## src/rtl/callsign_repeat_holdoff_table_defines.svh

```systemverilog
// ----------------------------------------------------------------------------
// Callsign holdoff table assertion macros
// Shared property shorthands for the concurrent checks in the RTL.
// ----------------------------------------------------------------------------
`ifndef CALLSIGN_REPEAT_HOLDOFF_TABLE_DEFINES_SVH
`define CALLSIGN_REPEAT_HOLDOFF_TABLE_DEFINES_SVH

// Same-cycle implication, sampled on clk and disabled during reset.
`define CRHT_ASSERT_NOW(label, ante, cons, msg) \
  label: assert property (@(posedge clk) disable iff (!rst_n) (ante) |-> (cons)) \
    else $error(msg);

// Next-cycle implication, sampled on clk and disabled during reset.
`define CRHT_ASSERT_NEXT(label, ante, cons, msg) \
  label: assert property (@(posedge clk) disable iff (!rst_n) (ante) |=> (cons)) \
    else $error(msg);

`endif

```

## src/rtl/crht_pkg.sv

```systemverilog
// ----------------------------------------------------------------------------
// Callsign holdoff table package
// Widths, reset values, register codes and the request and entry types.
// ----------------------------------------------------------------------------
package crht_pkg;

  localparam int ENTRY_COUNT_DEF = 32;
  localparam int KEY_W           = 72;
  localparam int STAMP_W         = 32;
  localparam int HOLDOFF_W       = 16;
  localparam int SLOT_W          = 5;
  localparam int CFG_ADDR_W      = 3;
  localparam int CFG_DATA_W      = 32;

  localparam logic [HOLDOFF_W-1:0] HOLDOFF_RESET = 16'd30;
  localparam logic [7:0]           KEY_CUT_CHAR  = 8'h3E;

  // Register index, taken from paddr[2].
  localparam logic REG_HOLDOFF = 1'b0;

  typedef logic [KEY_W-1:0] key_t;

  typedef struct packed {
    key_t               key;
    logic [STAMP_W-1:0] now;
  } req_t;

  typedef struct packed {
    key_t               key;
    logic [STAMP_W-1:0] stamp;
  } entry_t;

endpackage

```

## src/rtl/crht_ifs.sv

```systemverilog
// ----------------------------------------------------------------------------
// Callsign holdoff table channels
// Valid/ready channels for requests and for results.
// ----------------------------------------------------------------------------
interface crht_in_if;
  logic        valid;
  logic        ready;
  logic [63:0] key_head;
  logic [7:0]  key_tail;
  logic [31:0] now_seconds;

  modport source (output valid, output key_head, output key_tail, output now_seconds,
                  input ready);
  modport sink (input valid, input key_head, input key_tail, input now_seconds,
                output ready);
endinterface

interface crht_out_if;
  logic       valid;
  logic       ready;
  logic       too_soon;
  logic       recorded;
  logic [4:0] slot_used;

  modport source (output valid, output too_soon, output recorded, output slot_used,
                  input ready);
  modport sink (input valid, input too_soon, input recorded, input slot_used,
                output ready);
endinterface

```

## src/rtl/crht_cfg.sv

```systemverilog
// ----------------------------------------------------------------------------
// Callsign holdoff table register port
// APB-style slave holding the holdoff window register.
// ----------------------------------------------------------------------------
module crht_cfg (
  input  logic                                 clk,
  input  logic                                 rst_n,
  input  logic                                 cfg_psel,
  input  logic                                 cfg_penable,
  input  logic                                 cfg_pwrite,
  input  logic [crht_pkg::CFG_ADDR_W-1:0]      cfg_paddr,
  input  logic [crht_pkg::CFG_DATA_W-1:0]      cfg_pwdata,
  output logic [crht_pkg::CFG_DATA_W-1:0]      cfg_prdata,
  output logic                                 cfg_pready,
  output logic [crht_pkg::HOLDOFF_W-1:0]       holdoff
);

  logic [crht_pkg::HOLDOFF_W-1:0] holdoff_r;
  logic                           wr_hit;

  assign cfg_pready = 1'b1;
  assign wr_hit = cfg_psel && cfg_penable && cfg_pwrite &&
                  (cfg_paddr[2] == crht_pkg::REG_HOLDOFF);

  always_ff @(posedge clk) begin
    if (!rst_n) begin
      holdoff_r <= crht_pkg::HOLDOFF_RESET;
    end else if (wr_hit) begin
      holdoff_r <= cfg_pwdata[crht_pkg::HOLDOFF_W-1:0];
    end
  end

  always_comb begin
    cfg_prdata = '0;
    if (cfg_paddr[2] == crht_pkg::REG_HOLDOFF) begin
      cfg_prdata = crht_pkg::CFG_DATA_W'(holdoff_r);
    end
  end

  assign holdoff = holdoff_r;

endmodule

```

## src/rtl/crht_front.sv

```systemverilog
// ----------------------------------------------------------------------------
// Callsign holdoff table front end
// Accepts requests, normalizes the key and hands them to the queue.
// ----------------------------------------------------------------------------
module crht_front (
  input  logic           clk,
  input  logic           rst_n,
  crht_in_if.sink        in_if,
  output logic           push_valid,
  input  logic           push_ready,
  output crht_pkg::req_t push_data
);

  logic           f_valid_r;
  crht_pkg::req_t f_data_r;

  // The key is cut at the first NUL or '>' byte; that byte and all after it read as zero.
  function automatic crht_pkg::key_t normalize_key(input logic [63:0] head,
                                                   input logic [7:0]  tail);
    logic [8:0][7:0] b;
    logic            cut;
    b   = {head, tail};
    cut = 1'b0;
    for (int i = 8; i >= 0; i--) begin
      if (b[i] == 8'h00 || b[i] == crht_pkg::KEY_CUT_CHAR) begin
        cut = 1'b1;
      end
      if (cut) begin
        b[i] = 8'h00;
      end
    end
    return b;
  endfunction

  assign in_if.ready = !f_valid_r || push_ready;

  always_ff @(posedge clk) begin
    if (!rst_n) begin
      f_valid_r <= 1'b0;
    end else begin
      if (in_if.valid && in_if.ready) begin
        f_valid_r    <= 1'b1;
        f_data_r.key <= normalize_key(in_if.key_head, in_if.key_tail);
        f_data_r.now <= in_if.now_seconds;
      end else if (push_ready) begin
        f_valid_r <= 1'b0;
      end
    end
  end

  assign push_valid = f_valid_r;
  assign push_data  = f_data_r;

endmodule

```

## src/rtl/crht_queue.sv

```systemverilog
// ----------------------------------------------------------------------------
// Callsign holdoff table request queue
// Two-entry queue that lets the front end and the scan engine stall apart.
// ----------------------------------------------------------------------------
module crht_queue (
  input  logic           clk,
  input  logic           rst_n,
  input  logic           push_valid,
  output logic           push_ready,
  input  crht_pkg::req_t push_data,
  output logic           pop_valid,
  input  logic           pop_ready,
  output crht_pkg::req_t pop_data
);

  crht_pkg::req_t slots_r [2];
  logic           wr_ptr_r;
  logic           rd_ptr_r;
  logic [1:0]     count_r;
  logic           do_push;
  logic           do_pop;

  assign push_ready = (count_r != 2'd2);
  assign pop_valid  = (count_r != 2'd0);
  assign pop_data   = slots_r[rd_ptr_r];
  assign do_push    = push_valid && push_ready;
  assign do_pop     = pop_valid && pop_ready;

  always_ff @(posedge clk) begin
    if (!rst_n) begin
      wr_ptr_r <= 1'b0;
      rd_ptr_r <= 1'b0;
      count_r  <= 2'd0;
    end else begin
      if (do_push) begin
        slots_r[wr_ptr_r] <= push_data;
        wr_ptr_r          <= !wr_ptr_r;
      end
      if (do_pop) begin
        rd_ptr_r <= !rd_ptr_r;
      end
      if (do_push && !do_pop) begin
        count_r <= count_r + 2'd1;
      end else if (do_pop && !do_push) begin
        count_r <= count_r - 2'd1;
      end
    end
  end

endmodule

```

## src/rtl/crht_back.sv

```systemverilog
// ----------------------------------------------------------------------------
// Callsign holdoff table scan engine
// Scans the entry memory for a fresh match or a free entry and reports.
// ----------------------------------------------------------------------------
`include "callsign_repeat_holdoff_table_defines.svh"

module crht_back #(
  parameter int ENTRY_COUNT = crht_pkg::ENTRY_COUNT_DEF
) (
  input  logic                           clk,
  input  logic                           rst_n,
  input  logic                           q_valid,
  output logic                           q_ready,
  input  crht_pkg::req_t                 q_data,
  input  logic [crht_pkg::HOLDOFF_W-1:0] holdoff,
  crht_out_if.source                     out_if
);

  localparam int IDX_W  = (ENTRY_COUNT > 1) ? $clog2(ENTRY_COUNT) : 1;
  localparam int SLOT_W = crht_pkg::SLOT_W;
  localparam logic [IDX_W-1:0] LAST_IDX = IDX_W'(ENTRY_COUNT - 1);

  typedef enum logic [1:0] {ST_IDLE, ST_SCAN, ST_DONE} state_t;

  state_t                   state_r;
  crht_pkg::req_t           req_r;
  logic [IDX_W-1:0]         rd_idx_r;
  logic                     issue_r;
  logic                     chk_vld_r;
  logic [IDX_W-1:0]         chk_idx_r;
  logic                     rd_live_r;
  crht_pkg::entry_t         rd_entry_r;
  logic                     hit_r;
  logic                     found_r;
  logic [IDX_W-1:0]         res_idx_r;
  logic [ENTRY_COUNT-1:0]   valid_r;
  logic                     out_valid_r;
  logic                     out_too_soon_r;
  logic                     out_recorded_r;
  logic [SLOT_W-1:0]        out_slot_r;
  crht_pkg::entry_t         mem_r [ENTRY_COUNT];

  logic [crht_pkg::STAMP_W-1:0] age;
  logic                         fresh;
  logic                         hit;
  logic                         out_free;
  logic                         done_load;
  logic                         do_write;

  // Age uses the modular 32-bit difference, so a wrapped clock still works.
  assign age       = req_r.now - rd_entry_r.stamp;
  assign fresh     = rd_live_r && (age < crht_pkg::STAMP_W'(holdoff));
  assign hit       = fresh && (rd_entry_r.key == req_r.key);
  assign out_free  = !out_valid_r || out_if.ready;
  assign done_load = (state_r == ST_DONE) && out_free;
  assign do_write  = done_load && !hit_r && found_r;
  assign q_ready   = (state_r == ST_IDLE);

  always_ff @(posedge clk) begin
    if (!rst_n) begin
      state_r     <= ST_IDLE;
      issue_r     <= 1'b0;
      chk_vld_r   <= 1'b0;
      valid_r     <= '0;
      out_valid_r <= 1'b0;
    end else begin
      if (out_if.valid && out_if.ready && !done_load) begin
        out_valid_r <= 1'b0;
      end
      case (state_r)
        ST_IDLE: begin
          if (q_valid) begin
            req_r     <= q_data;
            rd_idx_r  <= '0;
            issue_r   <= 1'b1;
            chk_vld_r <= 1'b0;
            hit_r     <= 1'b0;
            found_r   <= 1'b0;
            res_idx_r <= '0;
            state_r   <= ST_SCAN;
          end
        end
        ST_SCAN: begin
          // Read of entry rd_idx_r overlaps the check of the entry read in the previous cycle.
          chk_vld_r <= issue_r;
          chk_idx_r <= rd_idx_r;
          rd_live_r <= valid_r[rd_idx_r];
          if (issue_r) begin
            if (rd_idx_r == LAST_IDX) begin
              issue_r <= 1'b0;
            end else begin
              rd_idx_r <= rd_idx_r + IDX_W'(1);
            end
          end
          if (chk_vld_r) begin
            if (hit) begin
              hit_r     <= 1'b1;
              res_idx_r <= chk_idx_r;
              state_r   <= ST_DONE;
            end else begin
              if (!fresh && !found_r) begin
                found_r   <= 1'b1;
                res_idx_r <= chk_idx_r;
              end
              if (chk_idx_r == LAST_IDX) begin
                state_r <= ST_DONE;
              end
            end
          end
        end
        ST_DONE: begin
          chk_vld_r <= 1'b0;
          if (out_free) begin
            out_valid_r    <= 1'b1;
            out_too_soon_r <= hit_r;
            out_recorded_r <= !hit_r && found_r;
            out_slot_r     <= SLOT_W'(res_idx_r);
            if (do_write) begin
              valid_r[res_idx_r] <= 1'b1;
            end
            state_r <= ST_IDLE;
          end
        end
        default: begin
          state_r <= ST_IDLE;
        end
      endcase
    end
  end

  always_ff @(posedge clk) begin
    if (state_r == ST_SCAN && issue_r) begin
      rd_entry_r <= mem_r[rd_idx_r];
    end
    if (do_write) begin
      mem_r[res_idx_r] <= '{key: req_r.key, stamp: req_r.now};
    end
  end

  assign out_if.valid     = out_valid_r;
  assign out_if.too_soon  = out_too_soon_r;
  assign out_if.recorded  = out_recorded_r;
  assign out_if.slot_used = out_slot_r;

  `CRHT_ASSERT_NOW(a_result_exclusive, out_valid_r, !(out_too_soon_r && out_recorded_r), "result is both refused and recorded")
  `CRHT_ASSERT_NOW(a_slot_zero_when_unused, out_valid_r && !out_too_soon_r && !out_recorded_r, out_slot_r == '0, "slot is nonzero with no match and no write")
  `CRHT_ASSERT_NEXT(a_write_sets_valid, do_write, valid_r[$past(res_idx_r)], "written entry did not become valid")
  `CRHT_ASSERT_NEXT(a_pop_starts_scan, state_r == ST_IDLE && q_valid, state_r == ST_SCAN && issue_r, "popped request did not start a scan")

endmodule

```

## src/rtl/callsign_repeat_holdoff_table.sv

```systemverilog
// The scan engine takes a new request only in its idle state, once the previous result is
// loaded; it reads the single-port entry memory one entry per cycle, and a fresh match ends
// the scan early.
// A two-entry queue keeps requests flowing in while a scan runs or a result waits.
// Reset (synchronous, rst_n low) clears all entry valid bits at once and sets the holdoff
// window to 30 seconds; no clearing pass is needed.
// ----------------------------------------------------------------------------
// Callsign repeat holdoff table
// Refuses a callsign seen within the holdoff window and records new ones when an entry is free.
// ----------------------------------------------------------------------------
module callsign_repeat_holdoff_table #(
  parameter int ENTRY_COUNT = crht_pkg::ENTRY_COUNT_DEF
) (
  input  logic                            clk,
  input  logic                            rst_n,
  crht_in_if.sink                         in_if,
  crht_out_if.source                      out_if,
  input  logic                            cfg_psel,
  input  logic                            cfg_penable,
  input  logic                            cfg_pwrite,
  input  logic [crht_pkg::CFG_ADDR_W-1:0] cfg_paddr,
  input  logic [crht_pkg::CFG_DATA_W-1:0] cfg_pwdata,
  output logic [crht_pkg::CFG_DATA_W-1:0] cfg_prdata,
  output logic                            cfg_pready
);

  logic                           push_valid;
  logic                           push_ready;
  crht_pkg::req_t                 push_data;
  logic                           pop_valid;
  logic                           pop_ready;
  crht_pkg::req_t                 pop_data;
  logic [crht_pkg::HOLDOFF_W-1:0] holdoff;

  crht_cfg u_cfg (
    .clk         (clk),
    .rst_n       (rst_n),
    .cfg_psel    (cfg_psel),
    .cfg_penable (cfg_penable),
    .cfg_pwrite  (cfg_pwrite),
    .cfg_paddr   (cfg_paddr),
    .cfg_pwdata  (cfg_pwdata),
    .cfg_prdata  (cfg_prdata),
    .cfg_pready  (cfg_pready),
    .holdoff     (holdoff)
  );

  crht_front u_front (
    .clk        (clk),
    .rst_n      (rst_n),
    .in_if      (in_if),
    .push_valid (push_valid),
    .push_ready (push_ready),
    .push_data  (push_data)
  );

  crht_queue u_queue (
    .clk        (clk),
    .rst_n      (rst_n),
    .push_valid (push_valid),
    .push_ready (push_ready),
    .push_data  (push_data),
    .pop_valid  (pop_valid),
    .pop_ready  (pop_ready),
    .pop_data   (pop_data)
  );

  crht_back #(
    .ENTRY_COUNT (ENTRY_COUNT)
  ) u_back (
    .clk     (clk),
    .rst_n   (rst_n),
    .q_valid (pop_valid),
    .q_ready (pop_ready),
    .q_data  (pop_data),
    .holdoff (holdoff),
    .out_if  (out_if)
  );

endmodule

```

## src/flat_wrapper.sv

```systemverilog
// flat-port wrapper written by rule: the top's interface ports become plain ports
module callsign_repeat_holdoff_table_flat 
#(
  parameter int ENTRY_COUNT = crht_pkg::ENTRY_COUNT_DEF
)
  (clk, rst_n, cfg_psel, cfg_penable, cfg_pwrite, cfg_paddr, cfg_pwdata, cfg_prdata, cfg_pready, in_if_valid, in_if_key_head, in_if_key_tail, in_if_now_seconds, in_if_ready, out_if_valid, out_if_too_soon, out_if_recorded, out_if_slot_used, out_if_ready);
  crht_in_if in_if_i ();
  crht_out_if out_if_i ();
  input  logic clk;
  input  logic rst_n;
  input  logic cfg_psel;
  input  logic cfg_penable;
  input  logic cfg_pwrite;
  input  logic [crht_pkg::CFG_ADDR_W-1:0] cfg_paddr;
  input  logic [crht_pkg::CFG_DATA_W-1:0] cfg_pwdata;
  output logic [crht_pkg::CFG_DATA_W-1:0] cfg_prdata;
  output logic cfg_pready;
  input wire logic [$bits(in_if_i.valid)-1:0] in_if_valid;
  input wire logic [$bits(in_if_i.key_head)-1:0] in_if_key_head;
  input wire logic [$bits(in_if_i.key_tail)-1:0] in_if_key_tail;
  input wire logic [$bits(in_if_i.now_seconds)-1:0] in_if_now_seconds;
  output wire logic [$bits(in_if_i.ready)-1:0] in_if_ready;
  output wire logic [$bits(out_if_i.valid)-1:0] out_if_valid;
  output wire logic [$bits(out_if_i.too_soon)-1:0] out_if_too_soon;
  output wire logic [$bits(out_if_i.recorded)-1:0] out_if_recorded;
  output wire logic [$bits(out_if_i.slot_used)-1:0] out_if_slot_used;
  input wire logic [$bits(out_if_i.ready)-1:0] out_if_ready;
  assign in_if_i.valid = in_if_valid;
  assign in_if_i.key_head = in_if_key_head;
  assign in_if_i.key_tail = in_if_key_tail;
  assign in_if_i.now_seconds = in_if_now_seconds;
  assign in_if_ready = in_if_i.ready;
  assign out_if_valid = out_if_i.valid;
  assign out_if_too_soon = out_if_i.too_soon;
  assign out_if_recorded = out_if_i.recorded;
  assign out_if_slot_used = out_if_i.slot_used;
  assign out_if_i.ready = out_if_ready;
  callsign_repeat_holdoff_table #(.ENTRY_COUNT(ENTRY_COUNT)) u_core (.clk(clk), .rst_n(rst_n), .in_if(in_if_i), .out_if(out_if_i), .cfg_psel(cfg_psel), .cfg_penable(cfg_penable), .cfg_pwrite(cfg_pwrite), .cfg_paddr(cfg_paddr), .cfg_pwdata(cfg_pwdata), .cfg_prdata(cfg_prdata), .cfg_pready(cfg_pready));
endmodule
```

## config.mk

```make
export PLATFORM = sky130hd
export DESIGN_NAME = callsign_repeat_holdoff_table_flat
export DESIGN_NICKNAME = d
export VERILOG_FILES = /design/src/rtl/crht_pkg.sv /design/src/rtl/crht_ifs.sv /design/src/rtl/crht_cfg.sv /design/src/rtl/crht_front.sv /design/src/rtl/crht_queue.sv /design/src/rtl/crht_back.sv /design/src/rtl/callsign_repeat_holdoff_table.sv /design/src/flat_wrapper.sv
export VERILOG_INCLUDE_DIRS = /design/src /design/src/rtl
export SDC_FILE = /design/constraint.sdc
export NUM_CORES = 2
export LEC_CHECK = 0
export BUFFER_PORTS_ARGS = -buffer_cell sky130_fd_sc_hd__clkbuf_2
export CAP_MARGIN = 0
export CORE_UTILIZATION = 56
export DETAILED_ROUTE_END_ITERATION = 6
export PLACE_DENSITY_LB_ADDON = 0.08
export SYNTH_ARGS = -nofsm -noshare
export SYNTH_HDL_FRONTEND = slang
export SYNTH_SLANG_ARGS = --single-unit
export TNS_END_PERCENT = 20
```

## constraint.sdc

```tcl
create_clock -name clk -period 6 [get_ports clk]
set_input_delay 0.3 -clock clk [delete_from_list [all_inputs] [get_ports clk]]
set_output_delay 0.3 -clock clk [all_outputs]
set_load 0.05 [all_outputs]
```

==> results.ini <==
[place]
place.gp.congestion=0.8400
place_ws_ns=0.7090
hpwlAfterDp_um=176700
portBuffers=152

[sta]
fin_hold_ws_ns=0.08675
relSlewSlack=0.1170
grt_setup_unrepaired=false
fin_crit_sh=0.8981
max_freq_ghz=0.1856
drv_slew=0
hold_viol_final=0
fin_crit_ns=5.389
tightest_slew_ns=1.321
setup_violations=0
worst_slack_ns=0.6112
finClkSkew_ns=0.03568

[synthesis]
ys_seq_area_frac=0.7835
ys_seq_elements=3931
yosysTopAreaCell=edfxtp_1
synth_most_common_cell=edfxtp_1
yosys.area.top_type_share=0.7758
syn_avg_cell_area_um2=23.79
yosysUniqueCellTypes=74
synth_edf_count=3873
synth-warning-count=0
ys.flop_type=edfxtp_1
netlist_top_cells_count=edfxtp_1 (3873), mux4_2 (1050), clkbuf_1 (240), mux2_2 (212), nor2_1 (86)
syn_area_um2=149900
syn-instance-count=6301
async_flop_share=0
synth.area.top_cells=edfxtp_1 (78%), mux4_2 (16%), mux2_2 (1.6%), dfxtp_1 (0.77%), clkbuf_1 (0.60%)

[floorplan]
die_h_um=519.4
die_w_um=519.4
boundaryPins=188
fp-row-count=189
core_um2=265600
start_util=0.5645
die_area_um2=269800

[grt]
grt_pass1_vias=70891
track_usage=0.2775
grt_pass1_wl_um=525400
antenna_found_initial=6
grt_start_max_net_pins=138
grt_remaining_overflow=0

[cells_and_area]
fill_cells=17310
regArea_um2=117500
multi_input_area_um2=31330
finalNetCount=7102
areaGrowthSynthToFinish_pct=13.77
drive_above_1_share=0.3040

[power]
vdd_drop_max_mv=0.3539
power_mw=70.84
p_per_area_nw_per_um2=415.4
p_leak_nw=53.57

[route]
wl_per_cell_um=34.52
vias=70026
drtAntennaViolNets=0
dr.first_iter.drc_count=9103
routed_wl_um=371900
route.detailed.drc=0
vias_per_cell=6.501
firstDrtPassIters=6

[clocking]
cts_tree=built
clock_tree.buffer_depth=4
root_buffer=clkbuf_16
cts_resized=0
clock-sinks=3931
cts_max_level=5
numCtsBuffers=395
clk_pin_slew_ns=0.06
clk_latency_ns=0.93

[worst_setup_path]
path_max_fanout=33
required_ns=6.56
arrival_ns=5.95
cp-start-kind=flop
path_class=reg -> reg
endpoint_kind=flop

[run]
cap_violations=0

[outcome]
status=completed

[hold_path]
min_path_type=in -> reg

[worst max-delay path, cell delays in order, from the launching register on]
cell	delay [ns]
edfxtp_1	1.01
ha_1	0.42
a21oi_1	0.31
inv_1	0.07
o31ai_1	0.52
nand2_1	0.14
xor2_1	0.17
ha_1	0.27
nand4_1	0.13
nor2_1	0.09
a41o_1	0.25
a2111oi_0	0.33
and4_1	0.27
o2111ai_1	0.19
or2_4	0.33
a311oi_2	0.51
[metal layers]
layer | GRT usage | part of all wire | up-vias
li1 | - | - | 28042
met2 | 0.4455 | 0.49 | 3084
met5 | 0 | 0 | -
met1 | 0.4148 | 0.42 | 38417
met3 | 0.03208 | 0.071 | 483
met4 | 0.06765 | 0.022 | 0
[what timing repair did]
item | in CTS | in global routing
hold buffers | 148 | 0
hold endpoints to repair | 167 | 0
setup buffers | 0 | 0
[stage by stage]
stage / instances / setup TNS (ns) / utilization / cell area, um^2
after global placement: 9894 / 0 / 0.5898 / 156600
after floorplan: 6316 / -400.80 / - / 150000
after global routing: 10771 / 0 / 0.6422 / 170600
after CTS: 10767 / 0 / 0.6422 / 170500
final: 10771 / 0 / 0.6422 / 170600
after detailed placement: 9894 / 0 / 0.5898 / 156600
[final cells by class]
| cell class | instances | area share |
|---|---|---|
| clock buffer | 524 | 0.06270 |
| multi-input combinational | 2017 | 0.1837 |
| timing repair buffer | 500 | 0.02738 |
| inverter | 61 | 0.001343 |
| clock inverter | 201 | 0.01019 |
| sequential | 3931 | 0.6887 |
| antenna | 4 | 0.00005869 |
| tap | 3533 | 0.02592 |
[flip-flops by register name (all words and copies together) (netlist names), 2 cells and up]
name / count
u_core.u_back.mem_r: 3328
u_core.u_queue.slots_r: 208
u_core.u_back.rd_entry_r: 104
u_core.u_back.req_r: 104
u_core.u_front.push_data: 104
u_core.u_back.valid_r: 32
u_core.u_cfg.holdoff: 16
u_core.u_back.chk_idx_r: 5
u_core.u_back.out_if.slot_used: 5
u_core.u_back.rd_idx_r: 5
u_core.u_back.res_idx_r: 5
u_core.u_back.state_r: 2
u_core.u_queue.count_r: 2
[kinds of logic after synthesis]
kind of cell | share of synthesized area
other cells | 0.00005010
mux | 0.1738
xor+xnor | 0.005667
buf+inv | 0.009682
fa+ha+maj | 0.004223
simple gates | 0.01315
compound gates | 0.009865
flops | 0.7835
[final timing paths]
path                                                       to                          from  cells past startpoint  slack, ns
worst max-delay path               u_core.u_back.res_idx_r[1]        u_core.u_back.req_r[7]                     15       0.61
worst min-delay path              u_core.u_front.push_data[1]          in_if_now_seconds[1]                      2       0.09
worst max register to register     u_core.u_back.res_idx_r[1]        u_core.u_back.req_r[7]                     15       0.61
worst min register to register  u_core.u_queue.slots_r[0][48]  u_core.u_front.push_data[48]                      0       0.41
[power by group]
group / switching, mW / internal [mW]
Combinational: 7.03 / 6.31
Sequential: 1.09 / 32.6
Clock: 10.2 / 13.6
Total: 18.3 / 52.5
[placed cells by master, fill, tap and decap left out, types with 49 or more instances in the layout]
master,netlist,final
edfxtp_1,3873,3873
mux4_2,1050,1050
clkbuf_16,0,406
mux2_2,212,212
clkbuf_2,0,152
dlygate4sd3_1,0,148
buf_4,17,126
clkbuf_1,240,109
clkinv_1,0,87
nand2_1,81,81
and2_1,78,77
buf_12,0,74
clkinv_2,0,70
xor2_1,66,66
inv_1,61,61
dfxtp_1,58,57
nor2_1,86,52
ha_1,49,49
Note: power is estimated with default switching activity, not from simulation.
